File: src/hdl/ial_pkg.sv
// Types and constants of the identifier allow-list table.
package ial_pkg;

  localparam int ID_W  = 32;
  localparam int CNT_W = 8;

  typedef enum logic [1:0] {
    OP_ADD    = 2'd0,
    OP_VERIFY = 2'd1,
    OP_REMOVE = 2'd2,
    OP_CLEAR  = 2'd3
  } op_t;

  localparam logic STATUS_OK  = 1'b0;
  localparam logic STATUS_ERR = 1'b1;

  typedef struct packed {
    op_t               opcode;
    logic [ID_W-1:0]   card_id;
  } req_t;

  typedef struct packed {
    logic              status;
    logic [CNT_W-1:0]  entry_count;
  } rsp_t;

endpackage

File: src/hdl/id_allow_list_table.sv
// Steps from accept to the result register: a clear goes straight to the result; a search
// reads and compares each stored entry in turn, then ends on a hit or passes through a miss
// step; a remove then reads each entry above the match and writes it back one place down.
// Throughput: one item at a time; the next item is taken the cycle after the result
// moves to the output register, while that result waits there.
// Reset: entry count zero, output empty; RAM contents are not cleared.
module id_allow_list_table
  import ial_pkg::*;
#(
  parameter int MAX_ENTRIES = 16
) (
  input  logic clk,
  input  logic rst,
  input  logic req_valid,
  output logic req_ready,
  input  req_t req_data,
  output logic rsp_valid,
  input  logic rsp_ready,
  output rsp_t rsp_data
);

  localparam int AW = (MAX_ENTRIES > 1) ? $clog2(MAX_ENTRIES) : 1;

  logic            res_valid;
  logic            res_ready;
  rsp_t            res_data;
  logic            mem_we;
  logic [AW-1:0]   mem_waddr;
  logic [ID_W-1:0] mem_wdata;
  logic            mem_re;
  logic [AW-1:0]   mem_raddr;
  logic [ID_W-1:0] mem_rdata;

  assign res_ready = !rsp_valid || rsp_ready;

  ial_seq #(
    .MAX_ENTRIES(MAX_ENTRIES)
  ) u_seq (
    .clk      (clk),
    .rst      (rst),
    .req_valid(req_valid),
    .req_ready(req_ready),
    .req_data (req_data),
    .res_valid(res_valid),
    .res_ready(res_ready),
    .res_data (res_data),
    .mem_we   (mem_we),
    .mem_waddr(mem_waddr),
    .mem_wdata(mem_wdata),
    .mem_re   (mem_re),
    .mem_raddr(mem_raddr),
    .mem_rdata(mem_rdata)
  );

  ial_ram #(
    .WIDTH(ID_W),
    .DEPTH(MAX_ENTRIES)
  ) u_ram (
    .clk  (clk),
    .we   (mem_we),
    .waddr(mem_waddr),
    .wdata(mem_wdata),
    .re   (mem_re),
    .raddr(mem_raddr),
    .rdata(mem_rdata)
  );

  // hold the result beat until taken
  always_ff @(posedge clk) begin
    if (rst) begin
      rsp_valid <= 1'b0;
    end else if (res_ready) begin
      rsp_valid <= res_valid;
    end
    if (res_ready && res_valid) begin
      rsp_data <= res_data;
    end
  end

endmodule

File: src/hdl/ial_ram.sv
// Generic single-write, single-read RAM with registered read data.
module ial_ram #(
  parameter int WIDTH = 32,
  parameter int DEPTH = 16
) (
  input  logic                                         clk,
  input  logic                                         we,
  input  logic [((DEPTH > 1) ? $clog2(DEPTH) : 1)-1:0] waddr,
  input  logic [WIDTH-1:0]                             wdata,
  input  logic                                         re,
  input  logic [((DEPTH > 1) ? $clog2(DEPTH) : 1)-1:0] raddr,
  output logic [WIDTH-1:0]                             rdata
);

  logic [WIDTH-1:0] mem [DEPTH];

  always_ff @(posedge clk) begin
    if (we) begin
      mem[waddr] <= wdata;
    end
    if (re) begin
      rdata <= mem[raddr];
    end
  end

endmodule

File: src/hdl/ial_seq.sv
// Sequencer: linear search, append, shift-down removal and entry count.
module ial_seq
  import ial_pkg::*;
#(
  parameter int MAX_ENTRIES = 16
) (
  input  logic                                               clk,
  input  logic                                               rst,
  input  logic                                               req_valid,
  output logic                                               req_ready,
  input  req_t                                               req_data,
  output logic                                               res_valid,
  input  logic                                               res_ready,
  output rsp_t                                               res_data,
  output logic                                               mem_we,
  output logic [((MAX_ENTRIES > 1) ? $clog2(MAX_ENTRIES) : 1)-1:0] mem_waddr,
  output logic [ID_W-1:0]                                    mem_wdata,
  output logic                                               mem_re,
  output logic [((MAX_ENTRIES > 1) ? $clog2(MAX_ENTRIES) : 1)-1:0] mem_raddr,
  input  logic [ID_W-1:0]                                    mem_rdata
);

  localparam int AW = (MAX_ENTRIES > 1) ? $clog2(MAX_ENTRIES) : 1;
  localparam logic [CNT_W-1:0] MAX_CNT = CNT_W'(MAX_ENTRIES);

  typedef enum logic [6:0] {
    S_IDLE = 7'b0000001,
    S_SCAN = 7'b0000010,
    S_CMP  = 7'b0000100,
    S_MISS = 7'b0001000,
    S_SHRD = 7'b0010000,
    S_SHWR = 7'b0100000,
    S_DONE = 7'b1000000
  } state_t;

  state_t           state, state_next;
  logic [CNT_W-1:0] count, count_next;
  logic [CNT_W-1:0] idx, idx_next;
  logic [CNT_W-1:0] idx_inc;
  op_t              op, op_next;
  logic [ID_W-1:0]  id, id_next;
  logic             status, status_next;

  assign idx_inc   = idx + 1'b1;
  assign req_ready = (state == S_IDLE);
  assign res_valid = (state == S_DONE);
  assign res_data  = '{status: status, entry_count: count};

  always_comb begin
    state_next  = state;
    count_next  = count;
    idx_next    = idx;
    op_next     = op;
    id_next     = id;
    status_next = status;
    mem_we      = 1'b0;
    mem_waddr   = idx[AW-1:0];
    mem_wdata   = mem_rdata;
    mem_re      = 1'b0;
    mem_raddr   = idx[AW-1:0];
    unique case (state)
      S_IDLE: begin
        if (req_valid) begin
          op_next  = req_data.opcode;
          id_next  = req_data.card_id;
          idx_next = '0;
          if (req_data.opcode == OP_CLEAR) begin
            count_next  = '0;
            status_next = STATUS_OK;
            state_next  = S_DONE;
          end else if (count == '0) begin
            state_next = S_MISS;
          end else begin
            state_next = S_SCAN;
          end
        end
      end
      S_SCAN: begin
        mem_re     = 1'b1;
        state_next = S_CMP;
      end
      S_CMP: begin
        if (mem_rdata == id) begin
          if (op == OP_REMOVE) begin
            state_next = S_SHRD;
          end else begin
            status_next = (op == OP_ADD) ? STATUS_ERR : STATUS_OK;
            state_next  = S_DONE;
          end
        end else if (idx_inc == count) begin
          state_next = S_MISS;
        end else begin
          idx_next   = idx_inc;
          state_next = S_SCAN;
        end
      end
      S_MISS: begin
        if (op == OP_ADD && count < MAX_CNT) begin
          mem_we      = 1'b1;
          mem_waddr   = count[AW-1:0];
          mem_wdata   = id;
          count_next  = count + 1'b1;
          status_next = STATUS_OK;
        end else begin
          status_next = STATUS_ERR;
        end
        state_next = S_DONE;
      end
      S_SHRD: begin
        if (idx_inc >= count) begin
          count_next  = count - 1'b1;
          status_next = STATUS_OK;
          state_next  = S_DONE;
        end else begin
          mem_re     = 1'b1;
          mem_raddr  = idx_inc[AW-1:0];
          state_next = S_SHWR;
        end
      end
      S_SHWR: begin
        mem_we     = 1'b1;
        mem_waddr  = idx[AW-1:0];
        mem_wdata  = mem_rdata;
        idx_next   = idx_inc;
        state_next = S_SHRD;
      end
      S_DONE: begin
        if (res_ready) begin
          state_next = S_IDLE;
        end
      end
      default: begin
        state_next = S_IDLE;
      end
    endcase
  end

  always_ff @(posedge clk) begin
    if (rst) begin
      state <= S_IDLE;
      count <= '0;
    end else begin
      state <= state_next;
      count <= count_next;
    end
    idx    <= idx_next;
    op     <= op_next;
    id     <= id_next;
    status <= status_next;
  end

endmodule

File: config.mk
export PLATFORM = sky130hd
export DESIGN_NAME = id_allow_list_table
export DESIGN_NICKNAME = d
export VERILOG_FILES = /design/src/hdl/ial_pkg.sv /design/src/hdl/id_allow_list_table.sv /design/src/hdl/ial_ram.sv /design/src/hdl/ial_seq.sv
export SDC_FILE = /design/constraint.sdc
export NUM_CORES = 1
export LEC_CHECK = 0
export ABC_AREA = 0
export BUFFER_PORTS_ARGS = -buffer_cell sky130_fd_sc_hd__buf_2
export CORE_AREA = 2 2 221 223
export CTS_BUF_LIST = sky130_fd_sc_hd__clkbuf_16
export CTS_CLUSTER_DIAMETER = 120
export DETAILED_ROUTE_END_ITERATION = 12
export DIE_AREA = 0 0 223 225
export GPL_TIMING_DRIVEN = 0
export PLACE_DENSITY = 0.66
export SLEW_MARGIN = 20
export SYNTH_ARGS = -nofsm -noshare
export SYNTH_HDL_FRONTEND = slang
export SYNTH_HIERARCHICAL = 1
export SYNTH_SLANG_ARGS = --single-unit
export TNS_END_PERCENT = 100
File: constraint.sdc
create_clock -name clk -period 5.4 [get_ports clk]
set_input_delay 0.81 -clock clk [delete_from_list [all_inputs] [get_ports clk]]
set_output_delay 0.81 -clock clk [all_outputs]
set_load 0.05 [all_outputs]
Word level (Yosys, flattened, before mapping):

Memories as Yosys holds them, arrays and structs flattened. A register that Yosys moved wholly into a read port is not among the register bits.
Index checks and enable logic that the tools add are counted.

* add/sub/neg operators: 3
* reduce and logical (&&, ||, !) cells: 14
* eq/ne operators: 20
* muxes and demuxes: 38
* $lt $le $gt $ge: 2

Operators by type and width (number)
* two-way mux 32 bit: 2
* two-way mux 8 bit: 7
* case mux 7 bit (7 select lines): 1
* case mux 8 bit (3 select lines): 2
* two-way mux 7 bit: 6
* == test 32 bit: 1
* two-way mux 4 bit: 6
* adder 8 x 1 -> 8 bit (second input constant): 2
* two-way mux 1 bit: 11
* != test 2 x 1 -> 1 bit (second input constant): 5
* == test 8 bit: 1
* greater-or-equal comparator 8 bit: 1
* zero test 8 bit: 1
* less-than comparator 8 x 5 -> 1 bit (second input constant): 1
* != test 2 bit (second input constant): 4
* subtractor 8 x 1 -> 8 bit (second input constant): 1
* == test 7 x 1 -> 1 bit (second input constant): 1
* == test 7 x 2 -> 1 bit (second input constant): 1
* == test 7 x 3 -> 1 bit (second input constant): 1
* == test 7 x 4 -> 1 bit (second input constant): 1
* == test 7 x 5 -> 1 bit (second input constant): 1
* == test 7 x 6 -> 1 bit (second input constant): 1
* == test 7 bit (second input constant): 1
* AND reduction 6 bit: 1
* 12 further kinds: 17

* register bits: 68
* memories: 1
* bits of input ports: 38
* output and inout bits: 11
* word-level logic and storage cells: 87
* bits in writable memories: 512

Memories
* u_ram.mem: words 16, bits a word 32, read ports 1, clocked after Yosys merged registers in 1, write ports 1, line ial_ram.sv:15 `logic [WIDTH-1:0] mem [DEPTH];`

Logic depth before layout (Yosys ltp):

Gate-level depths: netlist (run 1).

* depth in word-level cells: 6
* mapped depth: 16
* mapped depth without buffers: 14

Modules after synthesis:

The synthesis (run 1) kept the hierarchy.

Modules (own cells, without submodules)
* ial_ram: cells each 838, instances 1, sequential area each 16335.7 um^2, area an instance 20155.6 um^2
* ial_seq: cells each 331, instances 1, sequential area each 1591.5 um^2, area an instance 3604.7 um^2
* id_allow_list_table: cells each 14, instances 1, sequential area each 290.3 um^2, area an instance 325.3 um^2

Worst setup path after synthesis (run 1):

Ideal clock, no wire load.

* path type: register to register
* start point: register u_seq.state[5]
* end point: memory u_ram.mem[0][0], enable pin
* slack: 0.745 ns
* buffers on the path: 2
* required time: 4.939 ns
* clock period less this slack: 4.655 ns
* arrival time: 4.193 ns
* cell stages (with the launch flop): 9
* cell sequence: dfxtp_1 > buf_4 > nor4_2 > nand4_1 > clkbuf_1 > nand2_1 > o21ai_0 > or3b_2 > nor3_1

* elaborated cells on any way between the ends: 6
* those cells by class: eq/ne (2); mux (4)

RTL lines
* from (decl): line ial_seq.sv:36 `state_t state, state_next;`
* from (signal assigned): line ial_seq.sv:143 `state <= state_next;`
* == test 7 x 4 -> 1 bit: line ial_seq.sv:61 `unique case (state)`
* two-way mux 4 bit: line ial_seq.sv:61
* via mem_waddr[2]: line id_allow_list_table.sv:28 `logic [AW-1:0] mem_waddr;`
* to (decl): line ial_ram.sv:15

The timed path passes the listed nets, and every way through them passes these cells.

Worst setup path after layout (run 1):

* start point: register u_seq.idx[0]
* end point: register u_ram.rdata[30], read port of u_ram.mem, data pin

* longest elaborated chain between the ends: 4
* elaborated cells on any way between the ends: 6
* those cells by class: add/sub (1); order compare (1); mux (4)

RTL lines
* from (decl): line ial_seq.sv:38 `logic [CNT_W-1:0] idx, idx_next;`
* from (signal assigned): line ial_seq.sv:146 `idx <= idx_next;`
* adder 8 x 1 -> 8 bit: line ial_seq.sv:44 `assign idx_inc = idx + 1'b1;`
* via u_seq.idx_inc[2]: line ial_seq.sv:39 `logic [CNT_W-1:0] idx_inc;`
* greater-or-equal comparator 8 bit: line ial_seq.sv:110 `if (idx_inc >= count) begin`
* two-way mux 4 bit: line ial_seq.sv:110
* two-way mux 4 bit: line ial_seq.sv:61
* via mem_raddr[1]: line id_allow_list_table.sv:31 `logic [AW-1:0] mem_raddr;`
* to (decl): line ial_ram.sv:12 `output logic [WIDTH-1:0] rdata`

The timed path passes the listed nets, and every way through them passes these cells.
A chain may end at the register's enable or synchronous reset.

==> results of run 1 <==
## layout by cell type, fill, tap and decap left out, types with 7 or more instances in the layout
cell / Yosys / layout
buf_4: 13 / 29
clkinv_2: 0 / 14
clkbuf_1: 21 / 21
xnor2_1: 11 / 11
inv_1: 14 / 24
nand3_1: 13 / 13
nor2b_1: 11 / 11
a21oi_1: 14 / 14
bufinv_16: 0 / 7
a22oi_1: 64 / 64
buf_12: 0 / 12
clkinv_1: 0 / 17
buf_1: 13 / 11
mux4_2: 128 / 128
xor2_1: 38 / 38
edfxtp_1: 596 / 596
nor2_1: 33 / 21
ha_1: 15 / 15
nor2_4: 0 / 12
mux2_2: 33 / 33
dfxtp_1: 16 / 16
clkbuf_16: 0 / 59
nand2b_1: 7 / 7
buf_2: 7 / 55
nand2_1: 49 / 48
o21ai_0: 11 / 11
nor4_1: 9 / 9
## cell usage after synthesis (3+ instances only)
cell type / n
buf_2: 7
nand2_1: 49
buf_4: 13
nor2b_1: 11
clkbuf_1: 21
nor2_1: 33
or3_1: 3
nand3_1: 13
a21oi_1: 14
nand2b_1: 7
o21ai_0: 11
a22oi_1: 64
nor4_1: 9
nand4_1: 5
edfxtp_1: 596
ha_1: 15
dfxtp_1: 16
mux4_2: 128
a22o_1: 5
o21bai_1: 3
xor2_1: 38
a31oi_1: 5
buf_1: 13
inv_1: 14
nor3_1: 8
mux2_2: 33
xnor2_1: 11
## flip-flops by register name (all words and copies together) (netlist names)
| signal | cells |
|---|---|
| u_seq/id | 32 |
| u_seq/state | 7 |
| u_ram/rdata | 32 |
| u_seq/count | 8 |
| u_seq/idx | 8 |
| u_seq/op | 2 |
| u_seq/status | 1 |
| u_ram/mem | 512 |
| rsp_data | 9 |
| rsp_valid | 1 |
## logic make-up after synthesis
family / after synthesis
XOR/XNOR: 49
multiplexers: 161
buffers and inverters: 68
adder cells (fa/ha/maj): 16
AO/OA/AOI/OAI: 117
AND/OR/NAND/NOR: 160
flip-flops: 612
## path summary, 6_finish.rpt
| path | depth (start not counted) | startpoint | slack [ns] | to |
|---|---|---|---|---|
| worst max register to register | 13 | u_seq/idx[0] | 0.41 | u_ram/rdata[30] |
| worst max-delay path | 13 | u_seq/idx[0] | 0.41 | u_ram/rdata[30] |
| worst min-delay path | 1 | req_data[24] | 0.35 | u_seq/id[24] |
| worst min register to register | 2 | rsp_valid | 0.51 | rsp_valid |
## through the flow
stage | worst slack [ns] | setup TNS (ns) | utilization, % | instances
2_1_floorplan | 0.745 | 0 | - | 1183
6_report | 0.406 | 0 | 58.1 | 1992
3_5_place_dp | 0.420 | 0 | 54.1 | 1881
4_1_cts | 0.435 | 0 | 58.1 | 1992
3_3_place_gp | -2.39 | -476.32 | 52.8 | 1846
5_1_grt | 0.0356 | 0 | 58.1 | 1992
## report_power, final
| group | switching (µW) | internal, µW |
|---|---|---|
| clock | 1720 | 2320 |
| combinational | 1070 | 720 |
| sequential | 93.2 | 5350 |
## per-layer routing
layer / wire length [µm] / part of all wire [%] / vias up / global-route usage (%)
li1: - / - / 5173 / -
met1: 23100 / 42 / 6430 / 31.8
met2: 25800 / 47 / 467 / 35.6
met3: 4330 / 7.9 / 87 / 4.26
met4: 1350 / 2.5 / 0 / 7.08
met5: 0 / 0 / - / 0
## worst max-delay path, delay by kind of cell, from the launching register on
family          cells  cell delay, ns
compound gates      5            1.43
mux                 1            0.44
buf+inv             2            1.21
xor+xnor            1            0.17
flops               1            0.50
simple gates        2            0.39
fa+ha+maj           2            0.60
## area by class of cell
class	instances	area [µm²]	share of cell area, %
clock buffers	59	1480	5.34
repair buffers	83	732	2.65
well taps	615	769	2.79
inverters	14	52.6	0.190
flip-flops and latches	612	18200	66.0
multi-input cells	503	5670	20.5
plain buffers	54	263	0.951
clock inverters	52	444	1.61
## timing repair
action,CTS,global route
setup endpoints to repair,0,9
endpoints found under the hold margin,0,0
gates resized for setup,0,4
==> impl_results.rst, run 1 <==
.. list-table::
   :header-rows: 1

   * - Metric
     - Value
   * - Clock net sink count
     - 612
   * - Pin slew with the least headroom to its limit
     - 1.06 ns
   * - Largest fanout of any net on the critical path
     - 10
   * - Fraction of the yosys area taken by sequential cells
     - 75.6%
   * - Proportion of layout cells with a drive suffix above 1
     - 27.5%
   * - Number of cells produced by synthesis
     - 1183
   * - Flip-flop and latch count after synthesis
     - 612
   * - Detailed placer's ending HPWL
     - 35.1 mm
   * - Number of nets in the synthesized netlist
     - 1237
   * - Setup repair after global routing missed its margin
     - no
   * - Starting density of the core
     - 50.7%
   * - Main combinational cell family by area after synthesis
     - multiplexers
   * - Highest clock rate
     - 200 MHz
   * - Filler Cell Count
     - 3419
   * - Final min period
     - 4.99 ns
   * - Result of the run
     - completed
   * - Largest net degree at the start of global routing
     - 22
   * - Synthesized area per cell
     - 20.4 µm²
   * - Final Routed Wirelength
     - 54.6 mm
   * - Data arrival, critical path
     - 5.35 ns
   * - DR WL/cell
     - 27.4 µm
   * - Layout area overhead
     - 14.7%
   * - Final setup violation count
     - 0
   * - Combined global-route utilization of all metal layers
     - 22.4%
   * - CTS tree
     - done
   * - CTS Buf Count
     - 59
   * - Max H-tree Level
     - 2
   * - Number of antenna violations at the first check in global routing
     - 0
   * - Tightest hold margin
     - 0.351 ns
   * - Number of max-slew violations in the final report
     - 0
   * - Port Buf Inserts
     - 48
   * - Area of the die
     - 0.0502 mm²
   * - Post-Synthesis Cell Area
     - 0.0241 mm²
   * - Ys async rst share
     - 0%
   * - Critical Path Source Type
     - register
   * - Number of library cell types mapped by synthesis
     - 56
   * - Maximum number of buffers from clock root to sink
     - 3
   * - Number of buffers inserted for hold repair after clock tree synthesis
     - 0
   * - Antenna Violating Nets Remaining
     - 0
   * - Cells along the critical path
     - ha_1 -> xor2_1 -> ha_1 -> o21ai_0 -> a21oi_1 -> o31ai_1 -> nand2_1 -> o21ai_0 -> buf_2 -> clkbuf_1 -> mux4_2 -> a22oi_1 -> nand2_1
   * - Synth area leader
     - edfxtp_1
   * - Post-route cell area
     - 0.0276 mm²
   * - Aggregate global routing overflow
     - 0
   * - Crit path kind
     - register to register
   * - Area fraction in compound gates after synthesis
     - 3.46%
   * - Min-delay worst type
     - input port to register
   * - IO Pins
     - 49
   * - Post-synthesis adder-cell area fraction
     - 0.862%
   * - Worst path max stage delay
     - 0.83 ns
   * - Via count of the first global-routing pass
     - 12363
   * - Library cell contributing the largest single delay on the critical path
     - clkbuf_1
   * - Instance area at placement
     - 0.0257 mm²
   * - DIE WIDTH
     - 223 µm
   * - Post-detailed-route via-to-cell ratio
     - 6.10
   * - Area fraction of the dominant cell type after synthesis
     - 74.3%
   * - Final hold vios
     - 0
   * - # nets final
     - 1381
   * - Synth Warn #
     - 6
   * - Wire length of the first global-routing pass
     - 80.4 mm
   * - Total via count in the routed design
     - 12157
   * - Core Region
     - 0.0475 mm²
   * - Category of the worst setup path capture point
     - register
   * - Library cell used as clock root buffer
     - clkbuf_16
   * - Diode insertion count for antenna repair
     - 0
   * - Worst voltage drop across the vdd grid
     - 281 µV
   * - Clock Pin Slew Worst Setup and Hold Paths
     - 0.06 ns
   * - Most used DFF post-synth
     - edfxtp_1
   * - Weighted congestion at the end of routability-driven global placement
     - 0.793
   * - Period utilisation layout
     - 92.5%
   * - Die H
     - 225 µm
   * - Area contributors post-synth
     - edfxtp_1, mux4_2, a22oi_1
   * - Share of synthesized area spent on multiplexers
     - 13.5%
   * - PD cells
     - 408 mW/mm²
   * - Postcts setup bufs
     - 0
   * - Clock tree skew after final layout
     - 0.0310 ns
   * - Area fraction in and, or, nand and nor cells after synthesis
     - 3.44%
   * - Max_slew headroom
     - 29.3%
   * - Initial DRC Count
     - 1252
   * - Required arrival time at the worst endpoint
     - 5.75 ns
   * - Leakage power
     - 0.00896 µW
   * - Final Power
     - 11300 µW
   * - Max-cap violations
     - 0
   * - First-pass DRT Iterations
     - 7
   * - Number of remaining DRC errors
     - 0
   * - Post-synthesis share of cell area spent on xor and xnor gates
     - 1.78%
   * - Number of placement rows
     - 80
   * - Worst-skew pair later-pin latency
     - 0.63 ns
   * - Number of enable-type register cells in the synthesized netlist
     - 596
Note: power is estimated with default switching activity, not from simulation.
==> run 2: changes to the inputs <==
--- a/config.mk
+++ b/config.mk
@@ -13,7 +13,7 @@
 export DETAILED_ROUTE_END_ITERATION = 12
 export DIE_AREA = 0 0 223 225
 export GPL_TIMING_DRIVEN = 0
-export PLACE_DENSITY = 0.66
+export PLACE_DENSITY = 0.69
 export SLEW_MARGIN = 20
 export SYNTH_ARGS = -nofsm -noshare
 export SYNTH_HDL_FRONTEND = slang
==> constraint.sdc (replaced) <==
create_clock -name clk -period 4.4 [get_ports clk]
set_input_delay 0.66 -clock clk [delete_from_list [all_inputs] [get_ports clk]]
set_output_delay 0.66 -clock clk [all_outputs]
set_load 0.05 [all_outputs]
==> run 2 against run 1 <==
- core utilization rose by 0.77 points
- sequential share of layout area fell by 0.87 points
- global-route usage down 0.11 points
- non-clock buffer count rose by 6
- sequential power grew 23%
- maximum frequency increased by 18%
- routed wire length up 0.64%
- cell area increased by 1.3%
- largest cell class unchanged
==> impl_results.rst, run 2 (synthesized netlist as in run 1, its figures left out) <==
.. list-table::
   :header-rows: 1

   * - Metric
     - Value
   * - Result of the run
     - completed
   * - Detailed placer's ending HPWL
     - 34.8 mm (-0.66%)
   * - DR WL/cell
     - 27.5 µm (+0.49%)
   * - Data arrival, critical path
     - 4.60 ns (-0.75 ns)
   * - Capturing instance or port of the critical path
     - u_ram/mem[8][14]
   * - Leading cell type in the layout, fill and taps excluded
     - edfxtp_1
   * - Highest clock rate
     - 236 MHz (+18%)
   * - Pin slew with the least headroom to its limit
     - 1.09 ns (+0.0270 ns)
   * - Wire length of the first global-routing pass
     - 80.2 mm (-0.26%)
   * - Antenna Violating Nets Remaining
     - 0 (unchanged)
   * - Max-cap violations
     - 0 (unchanged)
   * - Final Routed Wirelength
     - 54.9 mm (+0.64%)
   * - Max_slew headroom
     - 27.5% (-1.8 points)
   * - Final hold vios
     - 0 (unchanged)
   * - Via count of the first global-routing pass
     - 12387 (+0.19%)
   * - Combinational power share
     - 16.2% (+0.3 points)
   * - Cells along the critical path
     - nor4_2 -> and2_1 -> nand4_1 -> clkbuf_1 -> o21ai_0 -> nand3b_1 -> nor3_2 -> buf_4 -> buf_6 -> buf_6 -> buf_4
   * - # nets final
     - 1387 (+0.43%)
   * - Filler Cell Count
     - 3342 (-2.3%)
   * - Cell depth of the worst flop-to-flop path
     - 11 (-2)
   * - Post-Place Cells
     - 1882 (+0.053%)
   * - Category of the worst setup path capture point
     - register
   * - Largest net degree at the start of global routing
     - 23 (+4.5%)
   * - Period utilisation layout
     - 96.4% (+3.9 points)
   * - Worst voltage drop across the vdd grid
     - 390 µV (+39%)
   * - Critical path launch point
     - u_seq/count[7]
   * - Required arrival time at the worst endpoint
     - 4.76 ns (-0.99 ns)
   * - Library cell contributing the largest single delay on the critical path
     - nor3_2
   * - Largest registers
     - u_ram/mem: 512 flops, u_ram/rdata: 32 flops, u_seq/id: 32 flops
   * - Number of max-slew violations in the final report
     - 0 (unchanged)
   * - Area taken by multi-input logic gates
     - 0.00569 mm² (+0.44%)
   * - Combined global-route utilization of all metal layers
     - 22.3% (-0.11 points)
   * - Number of remaining DRC errors
     - 0 (unchanged)
   * - DIE WIDTH
     - 223 µm (unchanged)
   * - Psw
     - 3580 µW (+24%)
   * - Largest fanout of any net on the critical path
     - 10 (unchanged)
   * - Total via count in the routed design
     - 12285 (+1.1%)
   * - Share of power burned in registers
     - 47.9% (-0.3 points)
   * - Core Region
     - 0.0475 mm² (unchanged)
   * - Clock net sink count
     - 612 (unchanged)
   * - Number of buffers and inverters on the critical path
     - 5 (+3)
   * - Critical Path Source Type
     - register
   * - Initial DRC Count
     - 1465 (+17%)
   * - Number of buffers inserted for hold repair after clock tree synthesis
     - 0 (unchanged)
   * - Aggregate global routing overflow
     - 0 (unchanged)
   * - Final min period
     - 4.24 ns (-0.751 ns)
   * - Final Power
     - 13900 µW (+24%)
   * - Final setup violation count
     - 0 (unchanged)
   * - Area of the die
     - 0.0502 mm² (unchanged)
   * - Worst path max stage delay
     - 0.56 ns (-0.27 ns)
   * - Number of gates on the worst path with buffers counted
     - 11 (-2)
   * - FF+latch area
     - 0.0182 mm² (unchanged)
   * - Switching fraction of total power
     - 25.7% (+0.092 points)
   * - Layout area overhead
     - 16.2%
   * - Reg-to-reg critical path endpoint
     - u_ram/mem[8][14]
   * - Tightest hold margin
     - 0.189 ns (-0.161 ns)
   * - Starting density of the core
     - 50.7% (unchanged)
   * - Clock Pin Slew Worst Setup and Hold Paths
     - 0.06 ns (about the same)
   * - CTS tree
     - done
   * - Weighted congestion at the end of routability-driven global placement
     - 0.806 (+1.6%)
   * - CTS Buf Count
     - 59 (unchanged)
   * - Setup repair after global routing missed its margin
     - yes
   * - Min-delay worst type
     - input port to register
   * - Number of antenna violations at the first check in global routing
     - 1 (+1)
   * - Commonest cells after routing, fill and taps aside
     - edfxtp_1, mux4_2, a22oi_1
   * - Max FFs per register
     - 512 (unchanged)
   * - Worst-skew pair later-pin latency
     - 0.65 ns (+0.02 ns)
   * - Post-detailed-route via-to-cell ratio
     - 6.16 (+0.90%)
   * - Beginning of the worst register-to-register path
     - u_seq/count[7]
   * - Library cell used as clock root buffer
     - clkbuf_16
   * - Internal Dissipation
     - 10400 µW (+23%)
   * - Leakage power
     - 0.00911 µW (+1.7%)
   * - PD cells
     - 498 mW/mm² (+22%)
   * - Largest delay contributor family on the critical path
     - simple AND/OR/NAND/NOR gates
   * - Clock tree skew after final layout
     - 0.0396 ns (+0.00865 ns)
   * - Diode insertion count for antenna repair
     - 0 (unchanged)
   * - Clock share of power
     - 35.9% (about the same)
   * - Maximum number of buffers from clock root to sink
     - 3 (unchanged)
   * - Share of the core filled with cells in the final layout
     - 58.9% (+0.77 points)
   * - Proportion of layout cells with a drive suffix above 1
     - 29.5% (+2.0 points)
   * - Crit path kind
     - register to register
   * - Register bank with the most flops
     - u_ram/mem
   * - IO Pins
     - 49 (unchanged)
   * - First-pass DRT Iterations
     - 5 (-2)
   * - Number of cells in the finished layout apart from fillers
     - 1995 (+0.15%)
   * - Max H-tree Level
     - 2 (unchanged)
   * - Slack of the worst reg-to-reg path
     - 0.16 ns (-0.25 ns)
   * - Port Buf Inserts
     - 48 (unchanged)
   * - Die H
     - 225 µm (unchanged)
   * - Number of placement rows
     - 80 (unchanged)
==> run 2: worst min path at each step <==
| stage | slack, ns | cells after the start | startpoint | to |
|---|---|---|---|---|
| 4_1_cts | 0.16 | 1 | req_data[7] | u_seq/id[7] |
| 5_1_grt | 0.17 | 1 | req_data[7] | u_seq/id[7] |
| 6_report | 0.19 | 1 | req_data[7] | u_seq/id[7] |
| 3_5_place_dp | 0.50 | 1 | u_seq/count[7] | u_seq/count[7] |
| 3_3_place_gp | 0.49 | 2 | rsp_valid | rsp_valid |
| 2_1_floorplan | 0.46 | 1 | u_seq/count[7] | u_seq/count[7] |
==> run 2: area by class of cell <==
class / instances / area share [%]
tap: 615 / 2.75
clock inverter: 49 / 1.64
sequential: 612 / 65.1
inverter: 14 / 0.188
timing repair buffer: 90 / 3.42
buffer: 53 / 1.31
multi-input combinational: 503 / 20.3
clock buffer: 59 / 5.27
==> run 2: repair_timing <==
item,CTS,global route
resized for setup,19,50
pin swaps,0,1
cloned,0,0
setup endpoints to repair,191,84
buffers inserted,0,6
==> run 2: per-layer routing <==
layer | vias to the layer above | GRT usage [%] | part of all wire [%]
li1 | 5181 | - | -
met5 | - | 0 | 0.020
met4 | 2 | 7.73 | 3.0
met1 | 6405 | 30.5 | 40
met3 | 123 | 4.89 | 8.9
met2 | 574 | 35.9 | 48
==> run 2: power groups by stage <==
stage	Sequential [µW]	Combinational [µW]	Clock [µW]
floorplan	6760	1500	0
global placement	6800	2120	0
detailed placement	6790	2190	0
CTS	6670	2220	5080
global route	6680	2420	5280
finish	6670	2260	5000
==> run 2: through the flow <==
stage / TNS, ns / area, µm² / setup WS, ns
6_report: 0 / 28000 / 0.157
5_1_grt: -2.11 / 28000 / -0.125
4_1_cts: 0 / 27800 / 0.0104
3_5_place_dp: -22.39 / 25900 / -0.324
3_3_place_gp: -923.08 / 25100 / -3.55
2_1_floorplan: 0 / 24100 / 0.00498
==> run 3: changes to the inputs <==
--- a/config.mk
+++ b/config.mk
@@ -6,7 +6,7 @@
 export NUM_CORES = 1
 export LEC_CHECK = 0
 export ABC_AREA = 0
-export BUFFER_PORTS_ARGS = -buffer_cell sky130_fd_sc_hd__buf_2
+export BUFFER_PORTS_ARGS = -buffer_cell sky130_fd_sc_hd__clkbuf_2
 export CORE_AREA = 2 2 221 223
 export CTS_BUF_LIST = sky130_fd_sc_hd__clkbuf_16
 export CTS_CLUSTER_DIAMETER = 120
==> run 3 against run 2 <==
- maximum frequency increased by 1.3%
- non-clock buffer count decreased by 8
- global-route usage decreased by 0.21 points
- critical path depth increased by 4
- first-iteration DRC count decreased by 16%
- clock skew decreased by 0.019 ns
- clock-buffer cell count increased by 1
- sequential power about the same
- worst setup slack improved by 0.052 ns
- combinational power about the same
- largest cell class unchanged
==> impl_results.rst, run 3 (synthesized netlist as in run 1, its figures left out) <==
.. list-table::
   :header-rows: 1

   * - Metric
     - Value
   * - Result of the run
     - completed
   * - Largest registers
     - u_ram/mem: 512 flops, u_ram/rdata: 32 flops, u_seq/id: 32 flops
   * - Number of placement rows
     - 80 (unchanged)
   * - Clock Pin Slew Worst Setup and Hold Paths
     - 0.06 ns (about the same)
   * - Max_slew headroom
     - 31.9% (+4.4 points)
   * - Total via count in the routed design
     - 12099 (-1.5%)
   * - Leading cell type in the layout, fill and taps excluded
     - edfxtp_1
   * - Critical Path Source Type
     - register
   * - Worst-skew pair later-pin latency
     - 0.64 ns (about the same)
   * - Final Routed Wirelength
     - 53.9 mm (-1.9%)
   * - Final Power
     - 14100 µW (+1.6%)
   * - Port Buf Inserts
     - 48 (unchanged)
   * - Largest net degree at the start of global routing
     - 23 (unchanged)
   * - Via count of the first global-routing pass
     - 12162 (-1.8%)
   * - Post-Place Cells
     - 1879 (-0.16%)
   * - Crit path kind
     - register to register
   * - Aggregate global routing overflow
     - 0 (unchanged)
   * - Number of buffers inserted for hold repair after clock tree synthesis
     - 0 (unchanged)
   * - Max FFs per register
     - 512 (unchanged)
   * - Reg-to-reg critical path endpoint
     - u_ram/rdata[29]
   * - Largest fanout of any net on the critical path
     - 10 (unchanged)
   * - # nets final
     - 1380 (-0.50%)
   * - Startpoint of the tightest hold check path
     - req_data[25]
   * - Die H
     - 225 µm (unchanged)
   * - Instance area at placement
     - 0.0258 mm² (-0.39%)
   * - Area of the die
     - 0.0502 mm² (unchanged)
   * - Min-delay worst type
     - input port to register
   * - Layout area overhead
     - 16.1%
   * - Cell depth of the worst flop-to-flop path
     - 15 (+4)
   * - Number of antenna violations at the first check in global routing
     - 1 (unchanged)
   * - Data arrival, critical path
     - 4.56 ns (-0.04 ns)
   * - Highest clock rate
     - 239 MHz (+1.3%)
   * - Period utilisation layout
     - 95.2% (-1.2 points)
   * - Detailed placer's ending HPWL
     - 33.9 mm (-2.7%)
   * - DR WL/cell
     - 27.1 µm (-1.7%)
   * - Required arrival time at the worst endpoint
     - 4.77 ns (about the same)
   * - Number of cells in the finished layout apart from fillers
     - 1991 (-0.20%)
   * - PD cells
     - 506 mW/mm² (+1.7%)
   * - Pin slew with the least headroom to its limit
     - 1.02 ns (-0.0657 ns)
   * - WHS Path Cells
     - 1 (unchanged)
   * - Number of remaining DRC errors
     - 0 (unchanged)
   * - Number of max-slew violations in the final report
     - 0 (unchanged)
   * - Clock net sink count
     - 612 (unchanged)
   * - CTS Buf Count
     - 60 (+1.7%)
   * - First-pass DRT Iterations
     - 5 (unchanged)
   * - Beginning of the worst register-to-register path
     - u_seq/idx[2]
   * - Combined global-route utilization of all metal layers
     - 22.1% (-0.21 points)
   * - Final setup violation count
     - 0 (unchanged)
   * - Weighted congestion at the end of routability-driven global placement
     - 0.801 (-0.60%)
   * - Capture endpoint of the worst hold path
     - u_seq/id[25]
   * - Diode insertion count for antenna repair
     - 0 (unchanged)
   * - Initial DRC Count
     - 1231 (-16%)
   * - Register bank with the most flops
     - u_ram/mem
   * - Core Region
     - 0.0475 mm² (unchanged)
   * - Worst slack after detailed placement
     - -0.354 ns (-0.0300 ns)
   * - Final hold vios
     - 0 (unchanged)
   * - DIE WIDTH
     - 223 µm (unchanged)
   * - Starting density of the core
     - 50.7% (unchanged)
   * - Post-detailed-route via-to-cell ratio
     - 6.08 (-1.3%)
   * - IO Pins
     - 49 (unchanged)
   * - Clock tree skew after final layout
     - 0.0201 ns (-0.0195 ns)
   * - Maximum number of buffers from clock root to sink
     - 3 (unchanged)
   * - Antenna Violating Nets Remaining
     - 0 (unchanged)
   * - Max-cap violations
     - 0 (unchanged)
   * - Commonest cells after routing, fill and taps aside
     - edfxtp_1, mux4_2, a22oi_1
   * - Category of the worst setup path capture point
     - register
   * - Worst Setup Slack, final
     - 0.209 ns (+0.0524 ns)
   * - CTS tree
     - done
   * - Proportion of layout cells with a drive suffix above 1
     - 29.6% (+0.086 points)
   * - Slack of the worst reg-to-reg path
     - 0.21 ns (+0.05 ns)
   * - Post-route cell area
     - 0.0280 mm² (-0.12%)
   * - Wire length of the first global-routing pass
     - 79.2 mm (-1.2%)
   * - Worst voltage drop across the vdd grid
     - 448 µV (+15%)
   * - Leakage power
     - 0.00911 µW (about the same)
   * - Setup repair after global routing missed its margin
     - yes
   * - Final min period
     - 4.19 ns (-0.0524 ns)
   * - Library cell used as clock root buffer
     - clkbuf_16
   * - Max H-tree Level
     - 2 (unchanged)
[run 3: changes by cell type in the layout (fill, tap and decap cells not counted), sizes merged]
cell      delta
buf         -52
clkbuf      +45
bufinv       +3
clkinv       +1
clkinvlp     -1
[run 3: metrics by stage]
step / hold WS, ns / util (%) / TNS [ns]
detailed placement: 0.494 / 54.2 / -18.90
floorplan: 0.459 / - / 0
CTS: 0.166 / 58.6 / -0.0805
global placement: 0.491 / 52.8 / -932.22
global route: 0.172 / 58.8 / -0.345
finish: 0.199 / 58.8 / 0
[run 3: worst max path at each step]
| stage | start | endpoint | slack, ns | cells past startpoint |
|---|---|---|---|---|
| 6_report | u_seq/idx[2] | u_ram/rdata[29] | 0.21 | 15 |
| 5_1_grt | u_seq/idx[2] | u_ram/rdata[23] | -0.05 | 15 |
| 4_1_cts | u_seq/idx[2] | u_ram/rdata[23] | -0.08 | 15 |
| 3_5_place_dp | u_seq/idx[2] | u_ram/rdata[23] | -0.35 | 15 |
| 3_3_place_gp | u_seq/count[7] | u_ram/mem[4][15] | -3.51 | 7 |
| 2_1_floorplan | u_seq/state[5] | u_ram/mem[8][0] | 0.005 | 7 |
[run 3: what timing repair did]
action	in CTS	in global routing
pin swaps	1	1
setup endpoints to repair	192	93
setup buffers	0	0
gates resized for setup	28	44
[run 3: worst max-delay path, stage by stage, from the launching register on]
cell	delay (ns)
edfxtp_1	0.32
clkbuf_1	0.26
nand3_2	0.18
nor3_1	0.23
xor2_1	0.23
ha_1	0.28
and3_1	0.19
nand3_1	0.15
and3_4	0.24
nand2_2	0.12
o21ai_0	0.32
buf_2	0.34
buf_2	0.38
mux4_2	0.36
a22oi_1	0.26
nand2_1	0.07
[run 3: layout make-up]
| type | instances | area, µm² |
|---|---|---|
| fill | 3327 | 19600 |
| sequential | 612 | 18200 |
| multi-input combinational | 503 | 5710 |
| clock buffer | 60 | 1500 |
| timing repair buffer | 81 | 798 |
| tap | 615 | 769 |
| clock inverter | 52 | 546 |
| buffer | 54 | 363 |
| inverter | 14 | 52.6 |
[run 3: layer usage]
layer	part of all wire (%)	up-vias	global-route usage (%)
met5	0.019	-	0
met3	8.8	89	4.19
met1	41	6274	30.9
met4	2.5	2	7.10
li1	-	5173	-
met2	48	561	35.5
[run 3: report_power, final]
group | internal [µW] | switching (µW)
Sequential | 6560 | 108
Clock | 3080 | 2170
Combinational | 926 | 1310
Total | 10600 | 3580
